File: src/rtl/core/tcphf_pkg.sv
// ----------------------------------------------------------------------------
// Touch channel peak hold filter package
// Sizes, constants, state codes and inter-module structs.
// ----------------------------------------------------------------------------
package tcphf_pkg;

   localparam int CHANNELS   = 16;
   localparam int RING_DEPTH = 8;
   localparam int CH_W       = $clog2(CHANNELS);
   localparam int PTR_W      = $clog2(RING_DEPTH);
   localparam int ADDR_W     = CH_W + PTR_W;
   localparam int DEPTH      = CHANNELS * RING_DEPTH;

   localparam int CHAN_W     = 4;
   localparam int SAMPLE_W   = 16;
   localparam int RATE_W     = 7;
   localparam int ACT_W      = 5;
   localparam int CSR_IDX_W  = 1;
   localparam int CSR_DATA_W = 7;

   localparam int RUN_LIMIT  = 4;
   localparam int RUN_W      = 2;

   localparam logic [RATE_W-1:0] RATE_RESET   = RATE_W'(50);
   localparam logic [ACT_W-1:0]  ACTIVE_RESET = ACT_W'(16);

   // Division by the percent scale is a multiply by a rounded-up reciprocal.
   localparam int    PERCENT     = 100;
   localparam int    PROD_W      = SAMPLE_W + RATE_W;
   localparam int    RECIP_SHIFT = 30;
   localparam int    RECIP_W     = 24;
   localparam int    HALF_W      = 17;
   localparam int    SCALED_W    = PROD_W + RECIP_W;
   localparam int    CMP_W       = HALF_W + 2;
   localparam longint RECIP_VAL  = ((64'sd1 <<< RECIP_SHIFT) + PERCENT - 1) / PERCENT;
   localparam logic [RECIP_W-1:0] RECIP_MULT = RECIP_W'(RECIP_VAL);

   typedef enum logic [CSR_IDX_W-1:0] {
      CSR_RELEASE_RATE    = 1'b0,
      CSR_ACTIVE_CHANNELS = 1'b1
   } csr_index_type;

   typedef enum logic [2:0] {
      ST_IDLE,
      ST_MUL,
      ST_SCALE,
      ST_WINDOW,
      ST_FLUSH,
      ST_SCAN,
      ST_DRAIN,
      ST_DONE
   } fsm_state_type;

   typedef struct packed {
      logic                wr_en;
      logic [ADDR_W-1:0]   wr_addr;
      logic [SAMPLE_W-1:0] wr_data;
      logic                rd_en;
      logic [ADDR_W-1:0]   rd_addr;
   } ring_req_type;

   typedef struct packed {
      logic mul_en;
      logic scale_en;
   } win_ctl_type;

endpackage

File: src/rtl/core/touch_channel_peak_hold_filter.sv
// ----------------------------------------------------------------------------
// Touch channel peak hold filter
// Per-channel sliding-window maximum of touch samples with release flush.
// ----------------------------------------------------------------------------
// Usage. Each word on the req_ channel is one sample for one channel, with
// its detect flag, baseline and threshold. The block holds req_stall high
// while it works on a word and takes the next one only from idle. For a
// filtered channel the sample is written into that channel's ring of eight
// recent samples and the ring is scanned one entry a cycle through a single
// compare unit; that scan sets the latency. After four samples in the release
// window the ring is flushed instead (one memory write a cycle), and a
// sample that is not filtered passes straight through.
// The result word sits in an output register on the rsp_ channel; while
// rsp_stall is high it holds, and the next word may already be accepted and
// worked on, waiting at its end until the output register frees.
// The csr_ port is always ready; write it only while the block is idle.
// Reset is synchronous: rings read as zero, run counts and write pointers
// clear, release rate returns to 50 percent and all 16 channels are active.
// ----------------------------------------------------------------------------
module touch_channel_peak_hold_filter
   import tcphf_pkg::*;
(
   input  logic                  clock,
   input  logic                  reset,
   // Input sample channel
   input  logic                  req_valid,
   output logic                  req_stall,
   input  logic [CHAN_W-1:0]     req_channel,
   input  logic [SAMPLE_W-1:0]   req_sample,
   input  logic                  req_detected,
   input  logic [SAMPLE_W-1:0]   req_baseline,
   input  logic [SAMPLE_W-1:0]   req_threshold,
   // Result channel
   output logic                  rsp_valid,
   input  logic                  rsp_stall,
   output logic [CHAN_W-1:0]     rsp_out_channel,
   output logic [SAMPLE_W-1:0]   rsp_unfiltered,
   output logic [SAMPLE_W-1:0]   rsp_filtered,
   output logic                  rsp_ring_flushed,
   // Configuration write channel
   input  logic                  csr_valid,
   output logic                  csr_ready,
   input  logic [CSR_IDX_W-1:0]  csr_index,
   input  logic [CSR_DATA_W-1:0] csr_data
);

   fsm_state_type state_ff, state_in;

   // Captured word
   logic [CHAN_W-1:0]   chan_ff;
   logic [SAMPLE_W-1:0] sample_ff;
   logic                det_ff;
   logic [SAMPLE_W-1:0] base_ff;
   logic [SAMPLE_W-1:0] thr_ff;

   // Configuration
   logic [RATE_W-1:0]   rate_ff;
   logic [ACT_W-1:0]    active_ff;

   // Per-channel state
   logic [RUN_W-1:0]    run_ff [CHANNELS];
   logic [RUN_W-1:0]    run_in [CHANNELS];
   logic [PTR_W-1:0]    wp_ff  [CHANNELS];
   logic [PTR_W-1:0]    wp_in  [CHANNELS];

   // Sequencer datapath
   logic [PTR_W-1:0]    idx_ff, idx_in;
   logic [SAMPLE_W-1:0] max_ff, max_in;
   logic [SAMPLE_W-1:0] max_upd;
   logic                flushed_ff, flushed_in;
   logic                rd_pend_ff;
   logic                load_rsp;
   logic                filt_en;
   logic                in_window;
   logic [CH_W-1:0]     ch;
   logic [SAMPLE_W-1:0] rd_data;
   ring_req_type        ring_req;
   win_ctl_type         win_ctl;

   // Output register
   logic                rsp_valid_ff, rsp_valid_in;
   logic [CHAN_W-1:0]   rsp_chan_ff;
   logic [SAMPLE_W-1:0] rsp_unf_ff;
   logic [SAMPLE_W-1:0] rsp_filt_ff;
   logic                rsp_flush_ff;

   assign ch = chan_ff[CH_W-1:0];

   // A channel is filtered when the sample is detected and the channel lies
   // below both the programmed count and the number of rings built.
   assign filt_en = det_ff && ({1'b0, chan_ff} < active_ff)
                    && ({1'b0, chan_ff} < ACT_W'(CHANNELS));

   // The one shared compare unit that the ring scan runs through.
   assign max_upd = (rd_data > max_ff) ? rd_data : max_ff;

   tcphf_ring_mem u_ring_mem (
      .clock    (clock),
      .reset    (reset),
      .ring_req (ring_req),
      .rd_data  (rd_data)
   );

   tcphf_window u_window (
      .clock        (clock),
      .win_ctl      (win_ctl),
      .release_rate (rate_ff),
      .sample       (sample_ff),
      .baseline     (base_ff),
      .threshold    (thr_ff),
      .in_window    (in_window)
   );

   always_ff @(posedge clock) begin
      if (reset) begin
         state_ff <= ST_IDLE;
      end else begin
         state_ff <= state_in;
      end
   end

   always_comb begin
      state_in   = state_ff;
      req_stall  = 1'b1;
      ring_req   = '0;
      win_ctl    = '0;
      idx_in     = idx_ff;
      max_in     = rd_pend_ff ? max_upd : max_ff;
      flushed_in = flushed_ff;
      run_in     = run_ff;
      wp_in      = wp_ff;
      load_rsp   = 1'b0;
      unique case (state_ff)
         ST_IDLE: begin
            req_stall = 1'b0;
            if (req_valid) begin
               state_in = ST_MUL;
            end
         end
         ST_MUL: begin
            win_ctl.mul_en = 1'b1;
            if (filt_en) begin
               state_in = ST_SCALE;
            end else begin
               // Pass-through: the run restarts and the ring is left alone.
               run_in[ch] = '0;
               flushed_in = 1'b0;
               max_in     = sample_ff;
               state_in   = ST_DONE;
            end
         end
         ST_SCALE: begin
            win_ctl.scale_en = 1'b1;
            state_in         = ST_WINDOW;
         end
         ST_WINDOW: begin
            ring_req.wr_en   = 1'b1;
            ring_req.wr_addr = {ch, wp_ff[ch]};
            ring_req.wr_data = sample_ff;
            wp_in[ch]        = wp_ff[ch] + 1'b1;
            idx_in           = '0;
            flushed_in       = 1'b0;
            max_in           = '0;
            state_in         = ST_SCAN;
            if (in_window) begin
               if (run_ff[ch] == RUN_W'(RUN_LIMIT - 1)) begin
                  // Run complete: the whole ring becomes this sample.
                  run_in[ch] = '0;
                  flushed_in = 1'b1;
                  max_in     = sample_ff;
                  state_in   = ST_FLUSH;
               end else begin
                  run_in[ch] = run_ff[ch] + 1'b1;
               end
            end else begin
               run_in[ch] = '0;
            end
         end
         ST_FLUSH: begin
            ring_req.wr_en   = 1'b1;
            ring_req.wr_addr = {ch, idx_ff};
            ring_req.wr_data = sample_ff;
            idx_in           = idx_ff + 1'b1;
            if (idx_ff == PTR_W'(RING_DEPTH - 1)) begin
               state_in = ST_DONE;
            end
         end
         ST_SCAN: begin
            ring_req.rd_en   = 1'b1;
            ring_req.rd_addr = {ch, idx_ff};
            idx_in           = idx_ff + 1'b1;
            if (idx_ff == PTR_W'(RING_DEPTH - 1)) begin
               state_in = ST_DRAIN;
            end
         end
         ST_DRAIN: begin
            // The last read word is folded into the maximum here.
            state_in = ST_DONE;
         end
         ST_DONE: begin
            if (!rsp_valid_ff || !rsp_stall) begin
               load_rsp = 1'b1;
               state_in = ST_IDLE;
            end
         end
         default: begin
            state_in = ST_IDLE;
         end
      endcase
   end

   always_ff @(posedge clock) begin
      if (req_valid && !req_stall) begin
         chan_ff   <= req_channel;
         sample_ff <= req_sample;
         det_ff    <= req_detected;
         base_ff   <= req_baseline;
         thr_ff    <= req_threshold;
      end
      idx_ff     <= idx_in;
      max_ff     <= max_in;
      flushed_ff <= flushed_in;
   end

   always_ff @(posedge clock) begin
      if (reset) begin
         rd_pend_ff <= 1'b0;
         for (int i = 0; i < CHANNELS; i++) begin
            run_ff[i] <= '0;
            wp_ff[i]  <= '0;
         end
      end else begin
         rd_pend_ff <= ring_req.rd_en;
         run_ff     <= run_in;
         wp_ff      <= wp_in;
      end
   end

   // Configuration registers
   assign csr_ready = 1'b1;

   always_ff @(posedge clock) begin
      if (reset) begin
         rate_ff   <= RATE_RESET;
         active_ff <= ACTIVE_RESET;
      end else if (csr_valid && csr_ready) begin
         unique case (csr_index_type'(csr_index))
            CSR_RELEASE_RATE: begin
               rate_ff <= csr_data[RATE_W-1:0];
            end
            CSR_ACTIVE_CHANNELS: begin
               active_ff <= csr_data[ACT_W-1:0];
            end
         endcase
      end
   end

   // Output register: holds while the receiver stalls.
   assign rsp_valid_in = load_rsp || (rsp_valid_ff && rsp_stall);

   always_ff @(posedge clock) begin
      if (reset) begin
         rsp_valid_ff <= 1'b0;
      end else begin
         rsp_valid_ff <= rsp_valid_in;
      end
   end

   always_ff @(posedge clock) begin
      if (load_rsp) begin
         rsp_chan_ff  <= chan_ff;
         rsp_unf_ff   <= sample_ff;
         rsp_filt_ff  <= max_ff;
         rsp_flush_ff <= flushed_ff;
      end
   end

   assign rsp_valid        = rsp_valid_ff;
   assign rsp_out_channel  = rsp_chan_ff;
   assign rsp_unfiltered   = rsp_unf_ff;
   assign rsp_filtered     = rsp_filt_ff;
   assign rsp_ring_flushed = rsp_flush_ff;

endmodule

File: src/rtl/core/tcphf_ring_mem.sv
// ----------------------------------------------------------------------------
// Sample ring memory
// One write and one registered read per cycle; entries read as zero until
// first written after reset.
// ----------------------------------------------------------------------------
module tcphf_ring_mem
   import tcphf_pkg::*;
(
   input  logic                clock,
   input  logic                reset,
   input  ring_req_type        ring_req,
   output logic [SAMPLE_W-1:0] rd_data
);

   logic [SAMPLE_W-1:0] ring_ff [DEPTH];
   logic [DEPTH-1:0]    written_ff;
   logic [DEPTH-1:0]    written_in;
   logic [SAMPLE_W-1:0] rd_data_ff;
   logic                rd_written_ff;

   always_ff @(posedge clock) begin
      if (ring_req.wr_en) begin
         ring_ff[ring_req.wr_addr] <= ring_req.wr_data;
      end
      if (ring_req.rd_en) begin
         rd_data_ff    <= ring_ff[ring_req.rd_addr];
         rd_written_ff <= written_ff[ring_req.rd_addr];
      end
   end

   always_comb begin
      written_in = written_ff;
      if (ring_req.wr_en) begin
         written_in[ring_req.wr_addr] = 1'b1;
      end
   end

   always_ff @(posedge clock) begin
      if (reset) begin
         written_ff <= '0;
      end else begin
         written_ff <= written_in;
      end
   end

   assign rd_data = rd_written_ff ? rd_data_ff : '0;

endmodule

File: src/rtl/core/tcphf_window.sv
// ----------------------------------------------------------------------------
// Release window unit
// Works out the window half width over two multiply steps and compares the
// sample against it.
// ----------------------------------------------------------------------------
module tcphf_window
   import tcphf_pkg::*;
(
   input  logic                clock,
   input  win_ctl_type         win_ctl,
   input  logic [RATE_W-1:0]   release_rate,
   input  logic [SAMPLE_W-1:0] sample,
   input  logic [SAMPLE_W-1:0] baseline,
   input  logic [SAMPLE_W-1:0] threshold,
   output logic                in_window
);

   logic [PROD_W-1:0]       prod_ff;
   logic [PROD_W-1:0]       prod_in;
   logic [SCALED_W-1:0]     scaled;
   logic [HALF_W-1:0]       half_ff;
   logic signed [CMP_W-1:0] smp_val;
   logic signed [CMP_W-1:0] upper;
   logic signed [CMP_W-1:0] lower;

   assign prod_in = PROD_W'(threshold) * PROD_W'(release_rate);
   assign scaled  = SCALED_W'(prod_ff) * SCALED_W'(RECIP_MULT);

   always_ff @(posedge clock) begin
      if (win_ctl.mul_en) begin
         prod_ff <= prod_in;
      end
      if (win_ctl.scale_en) begin
         half_ff <= scaled[RECIP_SHIFT +: HALF_W];
      end
   end

   // Bounds are exclusive and never wrap at this width.
   assign smp_val   = signed'(CMP_W'(sample));
   assign upper     = signed'(CMP_W'(baseline)) + signed'(CMP_W'(half_ff));
   assign lower     = signed'(CMP_W'(baseline)) - signed'(CMP_W'(half_ff));
   assign in_window = (smp_val < upper) && (smp_val > lower);

endmodule

File: config.mk
export PLATFORM = sky130hd
export DESIGN_NAME = touch_channel_peak_hold_filter
export DESIGN_NICKNAME = d
export VERILOG_FILES = /design/src/rtl/core/tcphf_pkg.sv /design/src/rtl/core/touch_channel_peak_hold_filter.sv /design/src/rtl/core/tcphf_ring_mem.sv /design/src/rtl/core/tcphf_window.sv
export SDC_FILE = /design/constraint.sdc
export NUM_CORES = 2
export LEC_CHECK = 0
export ABC_AREA = 1
export BUFFER_PORTS_ARGS = -buffer_cell sky130_fd_sc_hd__buf_2
export CORE_MARGIN = 1.5
export CORE_UTILIZATION = 58
export DETAILED_ROUTE_END_ITERATION = 10
export GPL_TIMING_DRIVEN = 0
export PLACE_DENSITY_LB_ADDON = 0.3
export REMOVE_ABC_BUFFERS = 1
export SLEW_MARGIN = 25
export SYNTH_ARGS = -nofsm -noshare
export SYNTH_HDL_FRONTEND = slang
export SYNTH_HIERARCHICAL = 1
export SYNTH_SLANG_ARGS = --single-unit
export TNS_END_PERCENT = 30
File: constraint.sdc
create_clock -name clock -period 5.6 [get_ports clock]
set_input_delay 0.28 -clock clock [delete_from_list [all_inputs] [get_ports clock]]
set_output_delay 0.28 -clock clock [all_outputs]
set_load 0.1 [all_outputs]
==> results.toml <==
[outcome]
status = "complete, but fails checks"
failed_checks = "negative setup slack"

[global_routing]
grt_pass1_wl_um = 494000
overflow = 0
grt_max_degree = 179
antenna_found_initial = 13
grt_pass1_vias = 81000
grtUsageTotal_pct = 32.9

[worst_setup_path]
critPathMaxStageDelay_ns = 0.57
path_cells = "inv_2 > fa_1 > inv_2 > fa_1 > inv_1 > fa_1 > fa_1 > inv_1 > fa_2 > fa_1 > inv_1 > fa_2 > inv_2 > ha_4 > nand2_8 > o21ai_4 > inv_2 > nand2_2 > nand2_1 > nand2_1 > a21oi_2 > xnor2_2"
crit_type = "reg -> reg"
cp_max_fo = 5
reg2reg_setup_slack_ns = -0.55
r2r_cells = 22
crit_slowest_cell = "fa_2"
reg2reg_to = "u_window/half_ff[0]"
crit_required_ns = 6.19
rr_startpoint = "u_window/prod_ff[6]"
crit_path_end_kind = "flip-flop"
crit_arrival_ns = 6.74
crit_top_cell = "fa_1"
critPathLaunchType = "flip-flop"

[logic_synthesis]
syn_area_um2 = 115000
syn_inst = 10900
ys.flop_type = "edfxtp_1"
synth.area.top_cells = "edfxtp_1 57%, nand3_1 9.9%, nand2_1 9.5%"
yosysWarnings = 6
synth_edf_count = 2199
synth-seq-cells = 2440
syn_area_per_cell_um2 = 10.6
seq_area_frac_synth_pct = 61.6
synth_top_area_cell = "edfxtp_1"
synth_cell_types = 55
synthArstFlopShare_pct = 0
synth_top_area_share_pct = 57.4

[clocking]
clk_pin_slew_ns = 0.07
cts_buffers = 234
htree_num_levels = 4
cts_tree = "built"
root_buffer = "clkbuf_16"
cts.sinks = 2440
clk_latency_ns = 0.90
clockBufferDepth = 3

[drt]
dr.pass1.iters = 6
vias = 83900
routedWlPerCell_um = 24.1
viasPerCell = 6.05
ant_nets = 0
drt_wl_total_um = 334000
drcViolationCount = 0
drtIter0Drc = 11400

[min_path]
hold_end = "base_ff[11]"
worstHoldStart = "req_baseline[11]"
hold_path.class = "in -> reg"
holdPathStages = 2

[cells_and_area]
nets = 11700
fin_cells = 13900
area_growth_pct = 14.6
drive_gt1_share_pct = 10.3

[die]
die_area_um2 = 201000
num_rows = 163
core_region_area_um2 = 197000
ios = 106
die_x_um = 448
start_util_pct = 58.3
die_h_um = 448

[sta]
hold_viol = 0
hold_slack_ns = 0.120
skew_ns = 0.0481
fin_ws_ns = -0.547
finalMaxSlewViolations = 0
relSlewSlack_pct = 23.5
max_slew.worst_pin.slew_ns = 1.15
max_freq_mhz = 163
min_period_over_period_pct = 110
rsz0062_at_grt = "true"
setup_viol = 17
period_minus_slack_ns = 6.15

[placement]
dp_hpwl_um = 219000
gp_congestion = 0.936
place_inst = 13300
dpl_worst_slack_ns = -1.37
port_buffers = 104

[run]
cap_violations = 0
## kinds of logic after synthesis
family          after synthesis  share of synthesized area (%)
other cells                   1                        0.00326
xor+xnor                     51                          0.388
fa+ha+maj                   636                           8.65
simple gates               6012                           22.4
compound gates              363                           1.81
buf+inv                    1365                           5.16
flops                      2440                           61.6
## worst max-delay path by stage
| stage | from | slack (ns) | to |
|---|---|---|---|
| final | u_window/prod_ff[6] | -0.55 | u_window/half_ff[0] |
| after CTS | u_window/prod_ff[6] | -0.55 | u_window/half_ff[1] |
| after detailed placement | u_window/prod_ff[6] | -1.37 | u_window/half_ff[1] |
| after floorplan | state_ff[2] | -86.17 | u_ring_mem/rd_data_ff[11] |
| after global placement | state_ff[2] | -207.86 | u_ring_mem/rd_written_ff |
| after global routing | u_window/prod_ff[6] | -0.59 | u_window/half_ff[0] |
## layout make-up
class                      count  area [µm²]
antenna                        4        10.0
clock buffer                 338        6680
clock inverter               102         800
fill                       14000       65400
inverter                     800        3060
multi-input combinational   7063       39900
sequential                  2440       70900
tap                         2640        3300
timing repair buffer         490        7210
## through the flow
stage	utilization (%)	setup TNS (ns)	area, µm²
final	66.8	-7.08	132000
after global routing	66.8	-9.19	132000
after CTS	66.5	-9.14	131000
after detailed placement	62.1	-19.29	122000
after global placement	58.8	-	116000
after floorplan	-	-1464.62	112000
## timing repair
action	4_1_cts	5_1_grt
hold buffers	74	0
pin swaps	25	69
resized for setup	82	119
hold endpoints to repair	175	0
setup endpoints to repair	26	963
setup buffers	34	22
## worst max-delay path, delay by kind of cell, from the launching register on
family | cells | cell delay, ns
AND/OR/NAND/NOR | 4 | 0.32
flip-flops | 1 | 0.52
adder cells (fa/ha/maj) | 8 | 3.91
XOR/XNOR | 1 | 0.46
buffers and inverters | 7 | 0.40
AO/OA/AOI/OAI | 2 | 0.22
## flip-flops by register name, summed over array words and instances, names as in the netlist, 4 cells and up
signal,flops
base_ff,16
rsp_out_channel,4
active_ff,5
rsp_unfiltered,16
u_ring_mem/rd_data_ff,16
sample_ff,16
run_ff,32
thr_ff,16
u_window/half_ff,17
u_ring_mem/ring_ff,2048
u_window/prod_ff,23
wp_ff,48
ch,4
max_ff,16
u_ring_mem/written_ff,128
rate_ff,7
rsp_filtered,16
## synthesized netlist by cell type (2+ instances only)
cell         n
o21a_1       3
nand3b_1     4
clkbuf_1   137
a31oi_1      8
nor2_2      14
a21oi_4      2
buf_6       17
a22oi_2      2
a21o_1       7
a21boi_1     2
buf_2      288
inv_1      765
fa_1       266
a21oi_1    144
clkinv_1     5
nor2_1     716
o21ai_1     24
nand4_1     32
nand2_4      2
xnor2_1     10
ha_1       370
a21oi_2      6
edfxtp_1  2199
nor3_1      38
o21ai_0    107
nand3_1   2270
nor4_2       2
a22oi_1     20
buf_1       40
o21bai_1    31
nor3_2       5
buf_4       83
xor2_1      41
inv_2       26
dfxtp_1    241
inv_4        3
and2_1       2
nor2_4       5
nand2_2     13
or2_2        3
nand2_1   2901
## per-layer routing
layer	global-route usage (%)	routed length, µm	up-vias
met4	18.2	20100	12
met2	51.9	156000	4983
met1	42.6	122000	40700
met3	6.93	35500	878
li1	-	-	37400
met5	0.746	278	-
## placed cells by master, fill, tap and decap left out, types with 15 or more instances in the layout
master,synthesis,final
a21oi_1,144,130
a21oi_2,6,15
a22oi_1,20,20
buf_12,0,88
buf_16,0,111
buf_2,288,103
buf_4,83,52
buf_6,17,49
clkbuf_1,137,65
clkbuf_16,0,238
clkbuf_8,0,35
clkinv_1,5,46
clkinv_2,0,33
dfxtp_1,241,240
dlygate4sd3_1,0,74
edfxtp_1,2199,2199
fa_1,266,258
ha_1,370,359
inv_1,765,744
inv_2,26,41
nand2_1,2901,2846
nand2_2,13,48
nand2_4,2,21
nand3_1,2270,2258
nand4_1,32,32
nor2_1,716,535
nor2_2,14,80
nor2_4,5,120
nor3_1,38,36
o21ai_0,107,101
o21ai_1,24,24
o21bai_1,31,30
xor2_1,41,40
Power is not shown: default switching activity piles up to over one toggle a cycle in this logic, so the estimate is an artifact.
